--- src/rtl/sfbs_pkg.sv ---
package sfbs_pkg;

  localparam int unsigned LEVEL_W = 16;
  localparam int unsigned STEPS_W = 15;
  localparam int unsigned TINT_W  = 8;
  localparam int unsigned QUO_W   = 16;
  localparam int unsigned CNT_W   = 4;

  localparam logic signed [LEVEL_W-1:0] NEUTRAL_LEVEL = 16'sh0100;

  // operation codes carried on in_tuser
  localparam logic OP_TICK = 1'b0;
  localparam logic OP_LOAD = 1'b1;

  // blend kind carried on out_tuser
  localparam logic BLEND_ADD = 1'b0;
  localparam logic BLEND_SUB = 1'b1;

  typedef enum logic [1:0] {
    CH_RED   = 2'd0,
    CH_GREEN = 2'd1,
    CH_BLUE  = 2'd2
  } chan_t;

  typedef enum logic [2:0] {
    ST_IDLE,
    ST_DSTART,
    ST_DITER,
    ST_DDONE,
    ST_FINISH
  } state_t;

endpackage

--- src/rtl/screen_fade_blend_stepper_core.sv ---
// Screen fade stepper. A load transaction (in_tuser = 1) stores a target
// colour and a step count, and the block stays ready. A tick transaction
// (in_tuser = 0) moves the current colour one step toward the target and,
// unless the colour is neutral (all channels 256), emits one blend-tile
// transaction. With steps left, each of the three channels goes through one
// shared radix-2 restoring divider (a set-up step, one step per quotient bit
// for all 16 quotient bits, an update step), then the tint is formed. With no
// steps left the colour snaps to the target before the tint is formed. The
// input is not ready while a tick is in progress; a finished result waits in
// the output register, and a tick stalls at its end only if the previous
// result has not yet been taken.
module screen_fade_blend_stepper_core
  import sfbs_pkg::*;
(
  input  logic        clk,
  input  logic        rst_n,
  input  logic        in_tvalid,
  output logic        in_tready,
  // [15:0] new_red, [31:16] new_green, [47:32] new_blue, [62:48] new_steps,
  // [63] zero
  input  logic [63:0] in_tdata,
  // [0] operation
  input  logic        in_tuser,
  output logic        out_tvalid,
  input  logic        out_tready,
  // [7:0] tint_red, [15:8] tint_green, [23:16] tint_blue
  output logic [23:0] out_tdata,
  // [0] blend_subtract
  output logic        out_tuser
);

  state_t state_r, state_nxt;
  chan_t  ch_r, ch_nxt;

  logic signed [LEVEL_W-1:0] tgt_red_r, tgt_green_r, tgt_blue_r;
  logic signed [LEVEL_W-1:0] tgt_red_nxt, tgt_green_nxt, tgt_blue_nxt;
  logic signed [LEVEL_W-1:0] cur_red_r, cur_green_r, cur_blue_r;
  logic signed [LEVEL_W-1:0] cur_red_nxt, cur_green_nxt, cur_blue_nxt;
  logic [STEPS_W-1:0]        steps_r, steps_nxt;

  logic [QUO_W-1:0]   quo_r, quo_nxt;
  logic [STEPS_W-1:0] rem_r, rem_nxt;
  logic [CNT_W-1:0]   cnt_r, cnt_nxt;
  logic               neg_r, neg_nxt;

  logic        out_valid_r, out_valid_nxt;
  logic [23:0] out_data_r, out_data_nxt;
  logic        out_sub_r, out_sub_nxt;

  logic                      in_acc;
  logic                      slot_free;
  logic signed [LEVEL_W-1:0] cur_sel, tgt_sel;
  logic signed [LEVEL_W:0]   diff;
  logic [LEVEL_W:0]          diff_mag;
  logic [QUO_W-1:0]          shift_w;
  logic [QUO_W:0]            trial;
  logic                      trial_ge;
  logic [LEVEL_W-1:0]        delta;
  logic signed [LEVEL_W-1:0] cur_upd;
  logic                      neutral;

  function automatic logic [TINT_W-1:0] sub_tint(input logic signed [LEVEL_W-1:0] lvl);
    logic [TINT_W-1:0] res;
    if (lvl == NEUTRAL_LEVEL) begin
      res = '0;
    end else begin
      res = ~lvl[TINT_W-1:0];
    end
    return res;
  endfunction

  function automatic logic [TINT_W-1:0] add_tint(input logic signed [LEVEL_W-1:0] lvl);
    logic [LEVEL_W-1:0] m1;
    m1 = lvl - LEVEL_W'(1);
    return m1[TINT_W-1:0];
  endfunction

  assign in_tready  = (state_r == ST_IDLE);
  assign in_acc     = in_tvalid && in_tready;
  assign slot_free  = !out_valid_r || out_tready;
  assign out_tvalid = out_valid_r;
  assign out_tdata  = out_data_r;
  assign out_tuser  = out_sub_r;

  always_comb begin
    case (ch_r)
      CH_RED:   begin cur_sel = cur_red_r;   tgt_sel = tgt_red_r;   end
      CH_GREEN: begin cur_sel = cur_green_r; tgt_sel = tgt_green_r; end
      default:  begin cur_sel = cur_blue_r;  tgt_sel = tgt_blue_r;  end
    endcase
  end

  // shared divider step and operand preparation
  assign diff     = {tgt_sel[LEVEL_W-1], tgt_sel} - {cur_sel[LEVEL_W-1], cur_sel};
  assign diff_mag = diff[LEVEL_W] ? (LEVEL_W+1)'(0) - diff : diff;
  assign shift_w  = {rem_r, quo_r[QUO_W-1]};
  assign trial    = {1'b0, shift_w} - {2'b00, steps_r};
  assign trial_ge = !trial[QUO_W];
  assign delta    = neg_r ? QUO_W'(0) - quo_r : quo_r;
  assign cur_upd  = cur_sel + delta;

  assign neutral = (cur_red_r == NEUTRAL_LEVEL) && (cur_green_r == NEUTRAL_LEVEL) &&
                   (cur_blue_r == NEUTRAL_LEVEL);

  // next state
  always_comb begin
    state_nxt = state_r;
    unique case (state_r)
      ST_IDLE: begin
        if (in_acc && in_tuser == OP_TICK) begin
          state_nxt = (steps_r != '0) ? ST_DSTART : ST_FINISH;
        end
      end
      ST_DSTART: state_nxt = ST_DITER;
      ST_DITER: begin
        if (cnt_r == CNT_W'(QUO_W - 1)) begin
          state_nxt = ST_DDONE;
        end
      end
      ST_DDONE: state_nxt = (ch_r == CH_BLUE) ? ST_FINISH : ST_DSTART;
      ST_FINISH: begin
        if (neutral || slot_free) begin
          state_nxt = ST_IDLE;
        end
      end
      default: state_nxt = ST_IDLE;
    endcase
  end

  // datapath
  always_comb begin
    ch_nxt        = ch_r;
    tgt_red_nxt   = tgt_red_r;
    tgt_green_nxt = tgt_green_r;
    tgt_blue_nxt  = tgt_blue_r;
    cur_red_nxt   = cur_red_r;
    cur_green_nxt = cur_green_r;
    cur_blue_nxt  = cur_blue_r;
    steps_nxt     = steps_r;
    quo_nxt       = quo_r;
    rem_nxt       = rem_r;
    cnt_nxt       = cnt_r;
    neg_nxt       = neg_r;
    out_valid_nxt = out_valid_r && !out_tready;
    out_data_nxt  = out_data_r;
    out_sub_nxt   = out_sub_r;
    unique case (state_r)
      ST_IDLE: begin
        ch_nxt = CH_RED;
        if (in_acc) begin
          if (in_tuser == OP_LOAD) begin
            tgt_red_nxt   = in_tdata[15:0];
            tgt_green_nxt = in_tdata[31:16];
            tgt_blue_nxt  = in_tdata[47:32];
            steps_nxt     = in_tdata[62:48];
          end else if (steps_r == '0) begin
            // snap to target
            cur_red_nxt   = tgt_red_r;
            cur_green_nxt = tgt_green_r;
            cur_blue_nxt  = tgt_blue_r;
          end
        end
      end
      ST_DSTART: begin
        neg_nxt = diff[LEVEL_W];
        quo_nxt = diff_mag[QUO_W-1:0];
        rem_nxt = '0;
        cnt_nxt = '0;
      end
      ST_DITER: begin
        rem_nxt = trial_ge ? trial[STEPS_W-1:0] : shift_w[STEPS_W-1:0];
        quo_nxt = {quo_r[QUO_W-2:0], trial_ge};
        cnt_nxt = cnt_r + CNT_W'(1);
      end
      ST_DDONE: begin
        case (ch_r)
          CH_RED:   cur_red_nxt   = cur_upd;
          CH_GREEN: cur_green_nxt = cur_upd;
          default:  cur_blue_nxt  = cur_upd;
        endcase
        if (ch_r == CH_BLUE) begin
          steps_nxt = steps_r - STEPS_W'(1);
        end else begin
          ch_nxt = chan_t'(ch_r + 2'd1);
        end
      end
      ST_FINISH: begin
        if (!neutral && slot_free) begin
          out_valid_nxt = 1'b1;
          if (cur_red_r > NEUTRAL_LEVEL) begin
            out_data_nxt = {add_tint(cur_blue_r), add_tint(cur_green_r),
                            add_tint(cur_red_r)};
            out_sub_nxt  = BLEND_ADD;
          end else begin
            out_data_nxt = {sub_tint(cur_blue_r), sub_tint(cur_green_r),
                            sub_tint(cur_red_r)};
            out_sub_nxt  = BLEND_SUB;
          end
        end
      end
      default: ;
    endcase
  end

  always_ff @(posedge clk) begin
    if (!rst_n) begin
      state_r     <= ST_IDLE;
      ch_r        <= CH_RED;
      tgt_red_r   <= NEUTRAL_LEVEL;
      tgt_green_r <= NEUTRAL_LEVEL;
      tgt_blue_r  <= NEUTRAL_LEVEL;
      cur_red_r   <= NEUTRAL_LEVEL;
      cur_green_r <= NEUTRAL_LEVEL;
      cur_blue_r  <= NEUTRAL_LEVEL;
      steps_r     <= '0;
      out_valid_r <= 1'b0;
    end else begin
      state_r     <= state_nxt;
      ch_r        <= ch_nxt;
      tgt_red_r   <= tgt_red_nxt;
      tgt_green_r <= tgt_green_nxt;
      tgt_blue_r  <= tgt_blue_nxt;
      cur_red_r   <= cur_red_nxt;
      cur_green_r <= cur_green_nxt;
      cur_blue_r  <= cur_blue_nxt;
      steps_r     <= steps_nxt;
      out_valid_r <= out_valid_nxt;
    end
  end

  always_ff @(posedge clk) begin
    quo_r      <= quo_nxt;
    rem_r      <= rem_nxt;
    cnt_r      <= cnt_nxt;
    neg_r      <= neg_nxt;
    out_data_r <= out_data_nxt;
    out_sub_r  <= out_sub_nxt;
  end

endmodule

--- config.mk ---
export PLATFORM = sky130hd
export DESIGN_NAME = screen_fade_blend_stepper_core
export DESIGN_NICKNAME = d
export VERILOG_FILES = /design/src/rtl/sfbs_pkg.sv /design/src/rtl/screen_fade_blend_stepper_core.sv
export SDC_FILE = /design/constraint.sdc
export NUM_CORES = 1
export LEC_CHECK = 0
export BUFFER_PORTS_ARGS = -buffer_cell sky130_fd_sc_hd__buf_2
export CAP_MARGIN = 10
export CORE_UTILIZATION = 55
export CTS_CLUSTER_DIAMETER = 60
export CTS_CLUSTER_SIZE = 24
export DETAILED_ROUTE_END_ITERATION = 8
export PLACE_DENSITY = 0.77
export SLEW_MARGIN = 20
export SYNTH_ARGS = -nofsm -noshare
export SYNTH_HDL_FRONTEND = slang
export SYNTH_SLANG_ARGS = --single-unit
--- constraint.sdc ---
create_clock -name clk -period 8 [get_ports clk]
set_clock_uncertainty 0.05 [all_clocks]
set_input_delay 1.6 -clock clk [delete_from_list [all_inputs] [get_ports clk]]
set_output_delay 1.6 -clock clk [all_outputs]
set_load 0.01 [all_outputs]
==> run metrics <==
P_int=0.00330 W; CTS tree=yes; Port-buffer cells=94; worst endpoint data arrival time=roughly 5.3 ns; critical path class=reg2reg; CP max-delay cell=nor2_2; nets=approximately 1.6k; CP cell instances=inv_1 > ha_1 > nor2_2 > nand2_1 > nand2_1 > ha_1 > inv_1 > fa_1 > a311o_1 > o2111ai_2 > a31oi_1 > a211o_1 > and2_1 > nor4_1 > a31oi_1 > xnor2_1 > a21oi_1; critical path depth=17; Final Cycle Share=0.643; register area=around 0.0042 mm²; Slew Limit Headroom=0.332; R2R depth=17; ys async rst share=0; Net Sw Frac=0.443; Longest Clk Path Bufs=2; CTS root buffer=clkbuf_16; # setup viols final=0; layout cell share with drive strength beyond 1=0.117; prevailing post-synth register cell=dfxtp_1; min cycle time layout=5.15 ns; Synth top area share=0.206; Yosys reg bits=about 180; worst skew pair latency=about 0.44 ns; family with the most delay on the worst path=simple AND/OR/NAND/NOR gates; maximum VDD drop=~0.00025 V; CP bufs+invs=2; reg2reg start=ch_r[0]; Slew Viols, Final=0; Boundary Pins=96; vias in the first global route=about 9.6k; syn nets=1519; clock sinks=178; global-route wire length before repair=slightly below 50 mm; DR pass1 iterations=6; pwr/cell area=470 mW/mm²; worst setup path end=quo_r[14]; crit path from=ch_r[0]; Critical Path Max Stage Delay=0.89 ns; clock power share=0.146; initial antenna violation count=1; Die Area=0.0213 mm²; commonest non-fill, non-tap cell in the layout=nand2_1; crit path max fanout=25; register area share after synthesis=0.367; fmax=194 MHz; Min-Delay Path Class=reg2reg; HPWL after DPL=approximately 22 mm; RD Place Congestion=slightly below 1; post-cts sizing count=0; Area growth syn-to-layout=10.9%; # hold bufs at CTS=0; max_cap viols=0; wire per inst=roughly 17 µm; required time worst endpoint=just over 8 ns; Pleak=between 5 and 6 nW; Setup TNS Final=0 ns; nature of the critical path startpoint=flop; TritonCTS Buffers=17; Area contributors post-synth=dfxtp_1 21%, edfxtp_1 16%, nand2_1 7.2%; syn avg cell area=8.13 µm²; power share of the combinational group=0.578; via/cell ratio=slightly above 6; core area=~0.020 mm²; RSZ-0062 raised after global routing=no; outcome=complete, no violations; commonest cells after routing, fill and taps aside=218 x nand2_1, 143 x a21oi_1, 119 x nor2_1; DRC Markers=0; DRT Wirelength=30.3 mm; row cnt=52; die width=about 150 µm; Setup Fix Bufs, Post-CTS=0; Tot GR Track Use=0.290; Final Hold Vio Count=0; Multi-input gate area=~0.0067 mm²; FILL cells=1724; chip height=roughly 150 µm; Clock Pin Slew Worst Setup and Hold Paths=0.07 ns; initial core utilization=0.562; hold slack final=0.428 ns; Congestion Overflow GR=0; Worst R2R Setup Slack=around 2.9 ns; synth unique cells=85; CTS H-tree depth=4; net switching power figure=roughly 0.0026 W; reg2reg end=quo_r[14]; register share of total power=0.276; initial drt markers=~1.2k; warnings from Yosys=0; Post-Syn Area=between 0.01 and 0.015 mm²; total number of vias=10.5k; Synth area leader=dfxtp_1; pin slew with the least headroom to its limit=1.00 ns; Antenna Nets Post-Route=0; Synth Instances=~1.4k; Post-synth EDFFs=61; CP Capture Type=flop; pin count of the biggest net entering global routing=100; Worst Hold Path Cells=2
-- synthesized netlist by cell type (8+ instances only) --
| library cell | n |
|---|---|
| a22o_1 | 18 |
| mux2i_1 | 14 |
| a21o_1 | 12 |
| o211a_1 | 8 |
| nand3_1 | 33 |
| a21boi_0 | 47 |
| o211ai_1 | 8 |
| or3_1 | 12 |
| edfxtp_1 | 61 |
| nand2b_1 | 14 |
| and2_1 | 12 |
| a31oi_1 | 26 |
| clkbuf_1 | 58 |
| a22oi_1 | 16 |
| nor3_1 | 33 |
| inv_1 | 56 |
| o21ai_0 | 85 |
| nor2_1 | 119 |
| a211oi_1 | 10 |
| dfxtp_1 | 117 |
| and3_1 | 13 |
| ha_1 | 50 |
| a21oi_1 | 143 |
| nand2_1 | 218 |
| nor4_1 | 13 |
| xnor2_1 | 42 |
| xor2_1 | 27 |
| nor2b_1 | 14 |
-- state kept, by name (all words and copies together) (netlist names) --
name and count:
ch_r 2, cnt_r 4, cur_blue_r 16, cur_green_r 16, cur_red_r 16, neg_r 1
out_tdata 24, out_tuser 1, out_tvalid 1, quo_r 16, rem_r 15, state_r 3
steps_r 15, tgt_blue_r 16, tgt_green_r 16, tgt_red_r 16
-- tightest hold or removal path: stages, from the launching register on --
cell and delay, ns:
dfxtp_1 0.33, nand2_1 0.06, a21oi_1 0.05
-- power groups by stage --
stage          logic [W]  clock network, W  registers, W
6_report         0.00343          0.000863       0.00164
5_1_grt          0.00382          0.000902       0.00167
4_1_cts          0.00338          0.000870       0.00163
3_5_place_dp     0.00335                 0       0.00165
3_3_place_gp     0.00326                 0       0.00164
2_1_floorplan    0.00262                 0       0.00161
-- layout make-up --
| cell class | instances | share of cell area |
|---|---|---|
| clock inverter | 14 | 0.0132 |
| clock buffer | 18 | 0.0340 |
| sequential | 178 | 0.331 |
| inverter | 58 | 0.0173 |
| antenna | 1 | 0.000198 |
| timing repair buffer | 106 | 0.0444 |
| multi-input combinational | 1091 | 0.533 |
| tap | 270 | 0.0268 |
-- kinds of logic after synthesis --
logic type                 count (synthesis)  synth area share
AOI/OAI and AO/OA                        434             0.252
muxes                                     14            0.0123
buffers and inverters                    129            0.0440
DFF                                      178             0.367
and+or+nand+nor                          519             0.209
adders and majority gates                 54            0.0604
xor gates and xnor gates                  70            0.0552
-- layer usage --
layer	vias to the layer above	track usage	share of wire
met2	487	0.461	0.44
met3	64	0.0539	0.085
met5	-	0	0
met4	0	0.0958	0.026
li1	5118	-	-
met1	4871	0.397	0.44
-- per-stage QoR --
stage	utilization	cell area (µm²)	worst slack, ns	power (W)	std cells
floorplan	-	11400	3.57	0.00423	1398
global placement	0.593	12000	3.12	0.00490	1703
detailed placement	0.593	12000	3.03	0.00500	1703
CTS	0.623	12600	3.01	0.00588	1735
global route	0.623	12600	2.51	0.00639	1735
finish	0.623	12600	2.85	0.00593	1736
-- how the worst min path moves through the flow --
stage	start	endpoint	slack, ns
global placement	tgt_green_r[13]	tgt_green_r[13]	0.42
finish	tgt_green_r[13]	tgt_green_r[13]	0.43
floorplan	tgt_green_r[14]	tgt_green_r[14]	0.40
CTS	tgt_green_r[13]	tgt_green_r[13]	0.43
global route	tgt_green_r[12]	tgt_green_r[12]	0.45
detailed placement	tgt_green_r[13]	tgt_green_r[13]	0.42
(Power assumes the default switching activity.)
